<file path="config.mk">
export PLATFORM = sky130hd
export DESIGN_NAME = modbus_rtu_master_transaction_core
export DESIGN_NICKNAME = d
export VERILOG_FILES = /design/src/rtl/core/mrtu_pkg.sv /design/src/rtl/core/mrtu_queue.sv /design/src/rtl/core/mrtu_front.sv /design/src/rtl/core/mrtu_back.sv /design/src/rtl/core/modbus_rtu_master_transaction_core.sv
export SDC_FILE = /design/constraint.sdc
export NUM_CORES = 1
export LEC_CHECK = 0
export BUFFER_PORTS_ARGS = -buffer_cell sky130_fd_sc_hd__buf_2
export CAP_MARGIN = 20
export CORE_UTILIZATION = 60
export CTS_CLUSTER_DIAMETER = 150
export DETAILED_ROUTE_END_ITERATION = 10
export PLACE_DENSITY = 0.89
export SLEW_MARGIN = 20
export SYNTH_ARGS = -nofsm -noshare
export SYNTH_HDL_FRONTEND = slang
export SYNTH_SLANG_ARGS = --single-unit
</file>
<file path="constraint.sdc">
create_clock -name clk -period 10.6 [get_ports clk]
set_input_delay 1.59 -clock clk [delete_from_list [all_inputs] [get_ports clk]]
set_output_delay 1.59 -clock clk [all_outputs]
set_load 0.01 [all_outputs]
</file>
<file path="src/rtl/core/mrtu_pkg.sv">
`timescale 1ns / 1ps
// ----------------------------------------------------------------------------
// mrtu_pkg
// Shared types, constants and CRC helpers of the Modbus RTU master core.
// ----------------------------------------------------------------------------
package mrtu_pkg;

  // Reply frame geometry
  localparam int unsigned FRAME_BYTES = 8;
  localparam int unsigned REQ_BODY_BYTES = 6;
  localparam int unsigned FRAME_IDX_W = $clog2(FRAME_BYTES);
  localparam int unsigned REPLY_CNT_W = $clog2(FRAME_BYTES + 1);
  localparam int unsigned ERR_FRAME_BYTES = 4;

  // Request queue between front and back
  localparam int unsigned QUEUE_DEPTH = 4;

  // CRC-16 (reflected)
  localparam logic [15:0] CRC_INIT = 16'hFFFF;
  localparam logic [15:0] CRC_POLY = 16'hA001;

  // Configuration port
  localparam int unsigned CFG_ADDR_W = 5;
  localparam int unsigned CFG_DATA_W = 32;
  localparam logic [2:0] REG_SLAVE_ADDRESS = 3'd0;
  localparam logic [2:0] REG_WRITE_CODE = 3'd1;
  localparam logic [2:0] REG_READ_CODE = 3'd2;
  localparam logic [2:0] REG_CRC_ERROR_CODE = 3'd3;
  localparam logic [2:0] REG_REGISTER_ERROR_CODE = 3'd4;
  localparam logic [2:0] REG_TIMEOUT_TICKS = 3'd5;
  localparam logic [2:0] REG_CRC_HIGH_FIRST = 3'd6;

  // Register reset values
  localparam logic [7:0] RST_SLAVE_ADDRESS = 8'd1;
  localparam logic [7:0] RST_WRITE_CODE = 8'd6;
  localparam logic [7:0] RST_READ_CODE = 8'd3;
  localparam logic [7:0] RST_CRC_ERROR_CODE = 8'd1;
  localparam logic [7:0] RST_REGISTER_ERROR_CODE = 8'd2;
  localparam logic [7:0] RST_TIMEOUT_TICKS = 8'd186;
  localparam logic RST_CRC_HIGH_FIRST = 1'b1;

  typedef enum logic [1:0] {
    OP_WRITE = 2'd0,
    OP_READ  = 2'd1,
    OP_BYTE  = 2'd2,
    OP_TICK  = 2'd3
  } op_t;

  typedef enum logic [2:0] {
    ST_READY     = 3'd0,
    ST_RECEIVING = 3'd1,
    ST_OK        = 3'd2,
    ST_FRAME_ERR = 3'd3,
    ST_TIMEOUT   = 3'd4,
    ST_CRC_ERR   = 3'd5,
    ST_REG_ERR   = 3'd6
  } link_status_t;

  typedef struct packed {
    logic [7:0] slave_address;
    logic [7:0] write_code;
    logic [7:0] read_code;
    logic [7:0] crc_error_code;
    logic [7:0] register_error_code;
    logic [7:0] timeout_ticks;
    logic       crc_high_first;
  } cfg_t;

  // One queued request: a frame to send, or a single status report
  typedef struct packed {
    logic                                 is_frame;
    logic                                 accepted;
    link_status_t                         status;
    logic [15:0]                          read_data;
    logic [REQ_BODY_BYTES-1:0][7:0]       body;
  } entry_t;

  function automatic logic [15:0] crc_add(input logic [15:0] crc_in, input logic [7:0] b);
    logic [15:0] c;
    c = crc_in ^ {8'h00, b};
    for (int k = 0; k < 8; k++) begin
      if (c[0]) begin
        c = (c >> 1) ^ CRC_POLY;
      end else begin
        c = c >> 1;
      end
    end
    return c;
  endfunction

  function automatic logic [7:0] crc_first(input logic [15:0] c, input logic high_first);
    return high_first ? c[15:8] : c[7:0];
  endfunction

  function automatic logic [7:0] crc_second(input logic [15:0] c, input logic high_first);
    return high_first ? c[7:0] : c[15:8];
  endfunction

endpackage

</file>
<file path="src/rtl/core/mrtu_queue.sv">
`timescale 1ns / 1ps
// ----------------------------------------------------------------------------
// mrtu_queue
// Small FIFO of request entries between the front and back parts.
// ----------------------------------------------------------------------------
module mrtu_queue #(
  parameter int unsigned DEPTH = mrtu_pkg::QUEUE_DEPTH
) (
  input  logic            clk,
  input  logic            rst_n,
  input  logic            push,
  input  mrtu_pkg::entry_t push_data,
  output logic            full,
  input  logic            pop,
  output mrtu_pkg::entry_t pop_data,
  output logic            empty
);

  localparam int unsigned PTR_W = (DEPTH > 1) ? $clog2(DEPTH) : 1;
  localparam int unsigned CNT_W = $clog2(DEPTH + 1);
  localparam logic [PTR_W-1:0] LAST_PTR = PTR_W'(DEPTH - 1);
  localparam logic [CNT_W-1:0] FULL_CNT = CNT_W'(DEPTH);

  mrtu_pkg::entry_t mem_r [DEPTH];
  logic [PTR_W-1:0] wr_ptr_r, wr_ptr_nxt;
  logic [PTR_W-1:0] rd_ptr_r, rd_ptr_nxt;
  logic [CNT_W-1:0] count_r, count_nxt;
  logic             do_push, do_pop;

  assign full     = (count_r == FULL_CNT);
  assign empty    = (count_r == '0);
  assign pop_data = mem_r[rd_ptr_r];
  assign do_push  = push && !full;
  assign do_pop   = pop && !empty;

  always_comb begin
    wr_ptr_nxt = wr_ptr_r;
    rd_ptr_nxt = rd_ptr_r;
    count_nxt  = count_r;
    if (do_push) begin
      wr_ptr_nxt = (wr_ptr_r == LAST_PTR) ? '0 : wr_ptr_r + 1'b1;
    end
    if (do_pop) begin
      rd_ptr_nxt = (rd_ptr_r == LAST_PTR) ? '0 : rd_ptr_r + 1'b1;
    end
    if (do_push && !do_pop) begin
      count_nxt = count_r + 1'b1;
    end else if (do_pop && !do_push) begin
      count_nxt = count_r - 1'b1;
    end
  end

  always_ff @(posedge clk) begin
    if (!rst_n) begin
      wr_ptr_r <= '0;
      rd_ptr_r <= '0;
      count_r  <= '0;
    end else begin
      wr_ptr_r <= wr_ptr_nxt;
      rd_ptr_r <= rd_ptr_nxt;
      count_r  <= count_nxt;
    end
  end

  always_ff @(posedge clk) begin
    if (do_push) begin
      mem_r[wr_ptr_r] <= push_data;
    end
  end

endmodule

</file>
<file path="src/rtl/core/mrtu_front.sv">
`timescale 1ns / 1ps
// ----------------------------------------------------------------------------
// mrtu_front
// Takes requests, tracks the link state and the reply, queues one entry each.
// ----------------------------------------------------------------------------
module mrtu_front (
  input  logic             clk,
  input  logic             rst_n,
  input  mrtu_pkg::cfg_t   cfg,
  input  logic             accept,
  input  logic [1:0]       operation,
  input  logic [15:0]      reg_address,
  input  logic [15:0]      write_value,
  input  logic [7:0]       rx_byte,
  output mrtu_pkg::entry_t entry
);

  localparam int unsigned IDX_W = mrtu_pkg::FRAME_IDX_W;
  localparam int unsigned CNT_W = mrtu_pkg::REPLY_CNT_W;
  localparam logic [CNT_W-1:0] LAST_CNT = CNT_W'(mrtu_pkg::FRAME_BYTES - 1);
  localparam logic [CNT_W-1:0] BODY_CNT = CNT_W'(mrtu_pkg::REQ_BODY_BYTES);
  localparam logic [CNT_W-1:0] ERR_CNT = CNT_W'(mrtu_pkg::ERR_FRAME_BYTES);

  mrtu_pkg::link_status_t status_r, status_nxt;
  logic [CNT_W-1:0] count_r, count_nxt;
  logic [7:0]       tick_r, tick_nxt, tick_inc;
  logic [15:0]      crc_r, crc_nxt;
  logic [7:0]       buf_r [mrtu_pkg::FRAME_BYTES];
  logic             buf_we;
  logic [15:0]      read_value;
  logic             good, crc_err_hit, reg_err_hit;

  // Error frame CRCs, refreshed every cycle from the registers
  logic [15:0] slave_crc_r, crc_err_crc_r, reg_err_crc_r;

  always_ff @(posedge clk) begin
    slave_crc_r   <= mrtu_pkg::crc_add(mrtu_pkg::CRC_INIT, cfg.slave_address);
    crc_err_crc_r <= mrtu_pkg::crc_add(slave_crc_r, cfg.crc_error_code);
    reg_err_crc_r <= mrtu_pkg::crc_add(slave_crc_r, cfg.register_error_code);
  end

  assign read_value = write_value;
  assign tick_inc   = (tick_r == 8'hFF) ? 8'hFF : tick_r + 8'd1;
  assign good = (buf_r[6] == mrtu_pkg::crc_first(crc_r, cfg.crc_high_first)) &&
                (rx_byte == mrtu_pkg::crc_second(crc_r, cfg.crc_high_first));
  assign crc_err_hit =
    (buf_r[2] == mrtu_pkg::crc_first(crc_err_crc_r, cfg.crc_high_first)) &&
    (buf_r[3] == mrtu_pkg::crc_second(crc_err_crc_r, cfg.crc_high_first));
  assign reg_err_hit =
    (buf_r[2] == mrtu_pkg::crc_first(reg_err_crc_r, cfg.crc_high_first)) &&
    (buf_r[3] == mrtu_pkg::crc_second(reg_err_crc_r, cfg.crc_high_first));

  always_comb begin
    status_nxt = status_r;
    count_nxt  = count_r;
    tick_nxt   = tick_r;
    crc_nxt    = crc_r;
    buf_we     = 1'b0;
    entry      = '0;
    unique case (mrtu_pkg::op_t'(operation))
      mrtu_pkg::OP_WRITE, mrtu_pkg::OP_READ: begin
        if (status_r != mrtu_pkg::ST_RECEIVING) begin
          status_nxt = mrtu_pkg::ST_RECEIVING;
          count_nxt  = '0;
          tick_nxt   = '0;
          crc_nxt    = mrtu_pkg::CRC_INIT;
          entry.is_frame = 1'b1;
          entry.accepted = 1'b1;
          entry.body[0]  = cfg.slave_address;
          entry.body[2]  = reg_address[15:8];
          entry.body[3]  = reg_address[7:0];
          if (mrtu_pkg::op_t'(operation) == mrtu_pkg::OP_WRITE) begin
            entry.body[1] = cfg.write_code;
            entry.body[4] = read_value[15:8];
            entry.body[5] = read_value[7:0];
          end else begin
            entry.body[1] = cfg.read_code;
            entry.body[4] = 8'h00;
            entry.body[5] = 8'h01;
          end
        end
      end
      mrtu_pkg::OP_BYTE: begin
        if (status_r == mrtu_pkg::ST_RECEIVING) begin
          buf_we    = 1'b1;
          count_nxt = count_r + 1'b1;
          if (count_r < BODY_CNT) begin
            crc_nxt = mrtu_pkg::crc_add(crc_r, rx_byte);
          end
          if (count_r == LAST_CNT) begin
            status_nxt = good ? mrtu_pkg::ST_OK : mrtu_pkg::ST_FRAME_ERR;
            tick_nxt   = '0;
          end
        end
      end
      mrtu_pkg::OP_TICK: begin
        if (status_r == mrtu_pkg::ST_RECEIVING) begin
          tick_nxt = tick_inc;
          if (tick_inc >= cfg.timeout_ticks) begin
            tick_nxt = '0;
            if (count_r == ERR_CNT && crc_err_hit) begin
              status_nxt = mrtu_pkg::ST_CRC_ERR;
            end else if (count_r == ERR_CNT && reg_err_hit) begin
              status_nxt = mrtu_pkg::ST_REG_ERR;
            end else begin
              status_nxt = mrtu_pkg::ST_TIMEOUT;
            end
          end
        end
      end
    endcase
    entry.status = status_nxt;
    // Bytes 4 and 5 are in place before the eighth byte settles the frame
    if (status_nxt == mrtu_pkg::ST_OK || status_nxt == mrtu_pkg::ST_FRAME_ERR) begin
      entry.read_data = {buf_r[4], buf_r[5]};
    end
  end

  always_ff @(posedge clk) begin
    if (!rst_n) begin
      status_r <= mrtu_pkg::ST_READY;
      count_r  <= '0;
      tick_r   <= '0;
      crc_r    <= mrtu_pkg::CRC_INIT;
    end else if (accept) begin
      status_r <= status_nxt;
      count_r  <= count_nxt;
      tick_r   <= tick_nxt;
      crc_r    <= crc_nxt;
    end
  end

  always_ff @(posedge clk) begin
    if (accept && buf_we) begin
      buf_r[count_r[IDX_W-1:0]] <= rx_byte;
    end
  end

endmodule

</file>
<file path="src/rtl/core/mrtu_back.sv">
`timescale 1ns / 1ps
// ----------------------------------------------------------------------------
// mrtu_back
// Drains queued entries: sends a request frame byte by byte with its CRC, or
// reports a single status result.
// ----------------------------------------------------------------------------
module mrtu_back (
  input  logic             clk,
  input  logic             rst_n,
  input  logic             crc_high_first,
  input  logic             q_empty,
  input  mrtu_pkg::entry_t q_data,
  output logic             q_pop,
  output logic             out_valid,
  input  logic             out_stall,
  output logic [7:0]       out_tx_byte,
  output logic             out_tx_valid,
  output logic             out_last,
  output logic             out_accepted,
  output logic [2:0]       out_status,
  output logic [15:0]      out_read_data
);

  localparam int unsigned IDX_W = mrtu_pkg::FRAME_IDX_W;
  localparam logic [IDX_W-1:0] LAST_IDX = IDX_W'(mrtu_pkg::FRAME_BYTES - 1);
  localparam logic [IDX_W-1:0] BODY_IDX = IDX_W'(mrtu_pkg::REQ_BODY_BYTES);

  mrtu_pkg::entry_t cur_r;
  logic             cur_valid_r;
  logic [IDX_W-1:0] idx_r;
  logic [15:0]      crc_r;
  logic             fire, done;
  logic [7:0]       body_byte;

  assign fire  = cur_valid_r && !out_stall;
  assign done  = !cur_r.is_frame || (idx_r == LAST_IDX);
  assign q_pop = !q_empty && (!cur_valid_r || (fire && done));

  always_comb begin
    body_byte = 8'h00;
    for (int i = 0; i < mrtu_pkg::REQ_BODY_BYTES; i++) begin
      if (idx_r == IDX_W'(i)) begin
        body_byte = cur_r.body[i];
      end
    end
  end

  always_comb begin
    out_tx_byte = 8'h00;
    if (cur_r.is_frame) begin
      if (idx_r < BODY_IDX) begin
        out_tx_byte = body_byte;
      end else if (idx_r == BODY_IDX) begin
        out_tx_byte = mrtu_pkg::crc_first(crc_r, crc_high_first);
      end else begin
        out_tx_byte = mrtu_pkg::crc_second(crc_r, crc_high_first);
      end
    end
  end

  assign out_valid     = cur_valid_r;
  assign out_tx_valid  = cur_r.is_frame;
  assign out_last      = done;
  assign out_accepted  = cur_r.accepted;
  assign out_status    = cur_r.status;
  assign out_read_data = cur_r.read_data;

  always_ff @(posedge clk) begin
    if (!rst_n) begin
      cur_valid_r <= 1'b0;
    end else if (q_pop) begin
      cur_valid_r <= 1'b1;
    end else if (fire && done) begin
      cur_valid_r <= 1'b0;
    end
  end

  // Fold each body byte into the CRC as it leaves
  always_ff @(posedge clk) begin
    if (q_pop) begin
      cur_r <= q_data;
      idx_r <= '0;
      crc_r <= mrtu_pkg::CRC_INIT;
    end else if (fire && !done) begin
      idx_r <= idx_r + 1'b1;
      if (idx_r < BODY_IDX) begin
        crc_r <= mrtu_pkg::crc_add(crc_r, body_byte);
      end
    end
  end

endmodule

</file>
<file path="src/rtl/core/modbus_rtu_master_transaction_core.sv">
`timescale 1ns / 1ps
// ----------------------------------------------------------------------------
// modbus_rtu_master_transaction_core
// Modbus RTU master for single-register write and read transactions.
// ----------------------------------------------------------------------------
// Usage:
//   in_*  : one request per accepted item (start write, start read, received
//           line byte, timer tick). Accepted when in_valid is high and
//           in_stall low.
//   out_* : result items. A taken start gives 8 results, the request frame
//           bytes with the CRC last, out_last on the eighth. Every other item
//           gives one result carrying the link status and reply data.
//   APB   : seven registers at 4*i (six byte-wide, one bit wide); the user
//           writes them only while the core is idle; this is not enforced.
// Flow: a taken request is queued at the accepting edge and loaded into the
//   output register once that is free, and the result is offered from there.
// Throughput: one request per cycle while the queue has room; a start
//   holds the output side while its frame bytes stream out, and the 4-entry
//   queue between the request and output sides absorbs requests meanwhile.
// Stall: out_stall holds the current result; the queue fills and in_stall
//   rises when it is full.
// Reset: registers return to defaults, status goes to ready, queue empties.
// ----------------------------------------------------------------------------
module modbus_rtu_master_transaction_core #(
  parameter int unsigned QUEUE_DEPTH = mrtu_pkg::QUEUE_DEPTH
) (
  input  logic                              clk,
  input  logic                              rst_n,
  // request channel
  input  logic                              in_valid,
  output logic                              in_stall,
  input  logic [1:0]                        in_operation,
  input  logic [15:0]                       in_reg_address,
  input  logic [15:0]                       in_write_value,
  input  logic [7:0]                        in_rx_byte,
  // result channel
  output logic                              out_valid,
  input  logic                              out_stall,
  output logic [7:0]                        out_tx_byte,
  output logic                              out_tx_valid,
  output logic                              out_last,
  output logic                              out_accepted,
  output logic [2:0]                        out_status,
  output logic [15:0]                       out_read_data,
  // configuration port
  input  logic                              psel,
  input  logic                              penable,
  input  logic                              pwrite,
  input  logic [mrtu_pkg::CFG_ADDR_W-1:0]   paddr,
  input  logic [mrtu_pkg::CFG_DATA_W-1:0]   pwdata,
  output logic [mrtu_pkg::CFG_DATA_W-1:0]   prdata,
  output logic                              pready
);

  mrtu_pkg::cfg_t   cfg_r;
  mrtu_pkg::entry_t push_entry, pop_entry;
  logic             q_full, q_empty, q_pop, in_accept, cfg_we;
  logic [2:0]       reg_idx;

  // Configuration registers
  assign pready  = 1'b1;
  assign reg_idx = paddr[4:2];
  assign cfg_we  = psel && penable && pwrite && pready;

  always_ff @(posedge clk) begin
    if (!rst_n) begin
      cfg_r.slave_address       <= mrtu_pkg::RST_SLAVE_ADDRESS;
      cfg_r.write_code          <= mrtu_pkg::RST_WRITE_CODE;
      cfg_r.read_code           <= mrtu_pkg::RST_READ_CODE;
      cfg_r.crc_error_code      <= mrtu_pkg::RST_CRC_ERROR_CODE;
      cfg_r.register_error_code <= mrtu_pkg::RST_REGISTER_ERROR_CODE;
      cfg_r.timeout_ticks       <= mrtu_pkg::RST_TIMEOUT_TICKS;
      cfg_r.crc_high_first      <= mrtu_pkg::RST_CRC_HIGH_FIRST;
    end else if (cfg_we) begin
      unique case (reg_idx)
        mrtu_pkg::REG_SLAVE_ADDRESS:       cfg_r.slave_address <= pwdata[7:0];
        mrtu_pkg::REG_WRITE_CODE:          cfg_r.write_code <= pwdata[7:0];
        mrtu_pkg::REG_READ_CODE:           cfg_r.read_code <= pwdata[7:0];
        mrtu_pkg::REG_CRC_ERROR_CODE:      cfg_r.crc_error_code <= pwdata[7:0];
        mrtu_pkg::REG_REGISTER_ERROR_CODE: cfg_r.register_error_code <= pwdata[7:0];
        mrtu_pkg::REG_TIMEOUT_TICKS:       cfg_r.timeout_ticks <= pwdata[7:0];
        mrtu_pkg::REG_CRC_HIGH_FIRST:      cfg_r.crc_high_first <= pwdata[0];
        default: ;  // drop writes past the last register
      endcase
    end
  end

  always_comb begin
    prdata = '0;
    unique case (reg_idx)
      mrtu_pkg::REG_SLAVE_ADDRESS:       prdata[7:0] = cfg_r.slave_address;
      mrtu_pkg::REG_WRITE_CODE:          prdata[7:0] = cfg_r.write_code;
      mrtu_pkg::REG_READ_CODE:           prdata[7:0] = cfg_r.read_code;
      mrtu_pkg::REG_CRC_ERROR_CODE:      prdata[7:0] = cfg_r.crc_error_code;
      mrtu_pkg::REG_REGISTER_ERROR_CODE: prdata[7:0] = cfg_r.register_error_code;
      mrtu_pkg::REG_TIMEOUT_TICKS:       prdata[7:0] = cfg_r.timeout_ticks;
      mrtu_pkg::REG_CRC_HIGH_FIRST:      prdata[0] = cfg_r.crc_high_first;
      default:                           prdata = '0;
    endcase
  end

  // Request side: take a request whenever the queue has room
  assign in_stall  = q_full;
  assign in_accept = in_valid && !q_full;

  mrtu_front u_front (
    .clk         (clk),
    .rst_n       (rst_n),
    .cfg         (cfg_r),
    .accept      (in_accept),
    .operation   (in_operation),
    .reg_address (in_reg_address),
    .write_value (in_write_value),
    .rx_byte     (in_rx_byte),
    .entry       (push_entry)
  );

  mrtu_queue #(
    .DEPTH (QUEUE_DEPTH)
  ) u_queue (
    .clk       (clk),
    .rst_n     (rst_n),
    .push      (in_accept),
    .push_data (push_entry),
    .full      (q_full),
    .pop       (q_pop),
    .pop_data  (pop_entry),
    .empty     (q_empty)
  );

  // Result side: stream frames and status reports
  mrtu_back u_back (
    .clk            (clk),
    .rst_n          (rst_n),
    .crc_high_first (cfg_r.crc_high_first),
    .q_empty        (q_empty),
    .q_data         (pop_entry),
    .q_pop          (q_pop),
    .out_valid      (out_valid),
    .out_stall      (out_stall),
    .out_tx_byte    (out_tx_byte),
    .out_tx_valid   (out_tx_valid),
    .out_last       (out_last),
    .out_accepted   (out_accepted),
    .out_status     (out_status),
    .out_read_data  (out_read_data)
  );

endmodule

</file>
==> key figures <==
Placed design
  – HPWL Detailed: 32,300 um
  – Placed Area: about 0.023 mm^2
  – Routability Congestion: a little under 0.9
  – Port bufs: 99

Pwr
  – Peak supply drop: 0.308 mV
  – Sw Share: 0.289
  – Logic pwr share: 0.243
  – Lkg Pwr: 0.00901 uW
  – Power Internal: 4330 uW
  – Switching pwr: around 1800 uW
  – Sequential share of power: 0.456
  – Clock Power Share: 0.301
  – PD cells: roughly 240 mW/mm^2

Timing
  – Clock Skew: roughly 0.027 ns
  – Setup violators final: 0
  – Minimum clock period: approximately 5 ns
  – RSZ-0062 raised after global routing: no
  – Final hold violation count: 0
  – Max_slew headroom: 0.268
  – Setup_tns: 0 ns
  – FMAX: ~0.20 GHz
  – Slew Viols, Final: 0
  – Least-Margin Pin Slew: around 1.1 ns
  – Tcrit/Tclk final: 0.475
  – Hold slack final: between 0.3 and 0.4 ns

Layout
  – Antenna Diode Count: 0
  – Layout cells sized above 1: 0.157
  – Most common cell after layout, fill and taps aside: edfxtp_1
  – Multi-input combinational cell area: 0.00776 mm^2
  – Fillers: around 2,500
  – Register area: about 0.014 mm^2
  – Synth-to-layout area growth: 10.2%
  – Core occupancy in the finished layout: 0.670
  – Post-route design area: roughly 0.025 mm^2
  – Final nets: roughly 1,800
  – Most frequent cells in the layout: 380 x edfxtp_1, 142 x dfxtp_1, 115 x nand2_1

Yosys
  – Predominant post-synthesis flop cell: edfxtp_1
  – Sequential-to-total area share from yosys stat: 0.628
  – Count of different cell masters after synthesis: between 60 and 70
  – Post-synth EDFFs: 380
  – Synth Instances: around 1,700
  – Synth Register Bits: between 500 and 600
  – Yosys warnings: 0
  – Syn avg cell area: 13.8 um^2
  – Async S/R FF share, synth: 0
  – Post-Syn Area: around 0.023 mm^2

Route
  – Via count: approximately 14,000
  – Final wirelength: roughly 52,000 um
  – Post-route ant nets: 0
  – WL per Instance: approximately 23 um
  – Drt first pass iters: 5
  – Iter 0 DRT Violations: about 1,200
  – Drt drc: 0
  – Drt via density: between 6 and 7

Global route
  – Vias in the first global route: 13,800
  – GRT Util Overall: 0.272
  – Largest net degree at the start of global routing: 88
  – Initial antenna violation count: 1
  – Global-route wire length before repair: ~79,000 um
  – Total grt overflow: 0

Clock tree
  – Clock Path Buffers: 3
  – Clk sinks: between 500 and 600
  – Clock Tree Root: clkbuf_16
  – CTS tree: done
  – # resized after CTS: 0
  – Hold buffers post-CTS: 0
  – Num CTS Buffers: 51
  – Post-CTS Repair Setup Buffers: 0
  – H-tree levels: 2
  – Worst skew pair latency: around 0.6 ns
  – Clk slew on worst S/H paths: 0.06 ns

Setup path
  – Crit Path Max Fanout: 17
  – Critical Path Max Stage Delay: slightly below 0.9 ns
  – CP required: around 9.0 ns
  – Worst setup SP type: flip-flop
  – Reg2Reg Setup Slack: between 6 and 7 ns
  – CP arrival: 3.45 ns
  – CP Cell Sequence: inv_1 -> ha_1 -> nand2_1 -> xor2_1 -> mux2_2 -> o21ai_0 -> a21oi_1 -> buf_2
  – Slowest cell on crit path: xor2_1
  – Worst Setup Path Type: flip-flop to output pin
  – Crit end category: output pin
  – Buf+Inv Stages, Crit Path: 2
  – CP top delay family: XOR/XNOR gates

Die
  – Core Region: between 0.03 and 0.04 mm^2
  – Initial core utilization: 0.608
  – Num ports: ~150
  – Die Span Y: approximately 200 um
  – DIE WIDTH: around 200 um
  – Die area: about 0.039 mm^2
  – Row Count: 71

Run
  – Max Cap Viol: 0

Hold path
  – Hold WC Path Type: flip-flop to flip-flop

Run status
  – Outcome: complete, no violations
cells in the mapped netlist, types with 4 or more instances:
| library cell | instances | area [um^2] |
|---|---|---|
| a21boi_0 | 4 | 30.0 |
| edfxtp_1 | 380 | 11400 |
| o211ai_1 | 17 | 128 |
| nand2b_1 | 16 | 100 |
| o2111ai_1 | 4 | 35.0 |
| a21oi_1 | 34 | 170 |
| o21ai_1 | 9 | 45.0 |
| ha_1 | 23 | 288 |
| nand3_1 | 14 | 70.1 |
| buf_4 | 45 | 338 |
| and3_1 | 7 | 43.8 |
| nor2b_1 | 65 | 407 |
| clkbuf_1 | 69 | 259 |
| nand4_1 | 19 | 119 |
| inv_1 | 39 | 146 |
| o311ai_0 | 4 | 35.0 |
| nor2_1 | 67 | 251 |
| xnor2_1 | 74 | 648 |
| nor3b_1 | 19 | 143 |
| o41ai_1 | 4 | 35.0 |
| o22ai_1 | 11 | 68.8 |
| dfxtp_1 | 145 | 2900 |
| a31oi_1 | 17 | 106 |
| nor4_1 | 4 | 25.0 |
| a222oi_1 | 6 | 60.1 |
| or4_1 | 5 | 37.5 |
| a22oi_1 | 14 | 105 |
| xor2_1 | 47 | 412 |
| buf_1 | 10 | 37.5 |
| or3_1 | 6 | 37.5 |
| and2_1 | 48 | 300 |
| nor4bb_1 | 23 | 230 |
| o221ai_1 | 4 | 35.0 |
| buf_2 | 5 | 25.0 |
| mux4_2 | 71 | 1600 |
| nand2_1 | 115 | 432 |
| nor3_1 | 32 | 160 |
| mux2_2 | 6 | 67.6 |
| mux2i_1 | 84 | 841 |
| o21ai_0 | 48 | 240 |
worst register-to-register path, cell delays in order, from the launching register on:
cell      delay, ns
dfxtp_1        0.39
ha_1           0.25
and4_1         0.26
nand4_1        0.24
nand2_1        0.18
inv_1          0.05
ha_1           0.25
nand2b_1       0.14
a21o_1         0.17
a21oi_1        0.21
o211ai_1       0.15
o41a_1         0.47
a21oi_1        0.20
a21oi_1        0.09
buf_4          0.22
nor3b_1        0.58
cell families (layout without fill, tap and decap cells):
| logic type | Yosys count | count (layout) | synth area share |
|---|---|---|---|
| muxes | 161 | 161 | 0.110 |
| buffers and inverters | 169 | 243 | 0.0358 |
| DFF | 525 | 525 | 0.628 |
| and+or+nand+nor | 449 | 449 | 0.107 |
| xor gates and xnor gates | 125 | 125 | 0.0502 |
| AOI/OAI and AO/OA | 197 | 197 | 0.0556 |
| other | 2 | 25 | 0.000329 |
| adders and majority gates | 24 | 24 | 0.0135 |
layer usage:
| layer | routed length [um] | GRT usage |
|---|---|---|
| met1 | 19800 | 0.339 |
| met3 | 3800 | 0.0553 |
| met5 | 10 | 0 |
| met4 | 2110 | 0.108 |
| met2 | 26200 | 0.466 |
worst paths after layout:
| check | startpoint | cells after the start | to |
|---|---|---|---|
| setup / recovery | u_back.idx_r[0]$_SDFFE_PP0P_ | 8 | out_tx_byte[6] |
| hold / removal | u_front.slave_crc_r[12]$_DFF_P_ | 0 | u_front.crc_err_crc_r[4]$_DFF_P_ |
| setup reg to reg | u_front.tick_r[0]$_SDFFE_PN0P_ | 15 | u_queue.mem_r[3][48]$_DFFE_PP_ |
| hold reg to reg | u_front.slave_crc_r[12]$_DFF_P_ | 0 | u_front.crc_err_crc_r[4]$_DFF_P_ |
stage by stage:
stage,std cells,power [uW],worst slack (ns)
floorplan,1675,3890,6.05
global placement,2165,4190,6.00
detailed placement,2165,4260,6.00
CTS,2260,6100,5.58
global route,2260,6300,5.40
finish,2260,6080,5.56
state kept, by name (all words and copies together), names as in the netlist, 3 cells and up:
| name | count |
|---|---|
| u_queue.mem_r | 272 |
| u_back.crc_r | 16 |
| u_front.crc_err_crc_r | 16 |
| u_back.idx_r | 3 |
| u_back.out_status | 3 |
| u_front.count_r | 4 |
| u_front.reg_err_crc_r | 11 |
| u_front.crc_r | 16 |
| u_front.slave_crc_r | 11 |
| u_front.status_r | 3 |
| cfg_r | 49 |
| u_front.buf_r | 40 |
| u_front.tick_r | 8 |
| u_queue.count_r | 3 |
| u_back.cur_r | 48 |
| u_back.out_read_data | 16 |
final cells by class:
cell class              count  area share
flip-flops and latches    525       0.570
multi-input cells         981       0.309
clock buffers              70      0.0565
well taps                 511      0.0254
repair buffers            109      0.0227
clock inverters            25      0.0108
inverters                  39     0.00583
power groups by stage:
stage	sequential, uW	clock [uW]	combinational, uW
finish	2770	1830	1480
global route	2800	1920	1570
CTS	2780	1850	1480
detailed placement	2810	0	1450
global placement	2790	0	1400
floorplan	2680	0	1210
No activity file was read; power rests on OpenSTA's default activity.
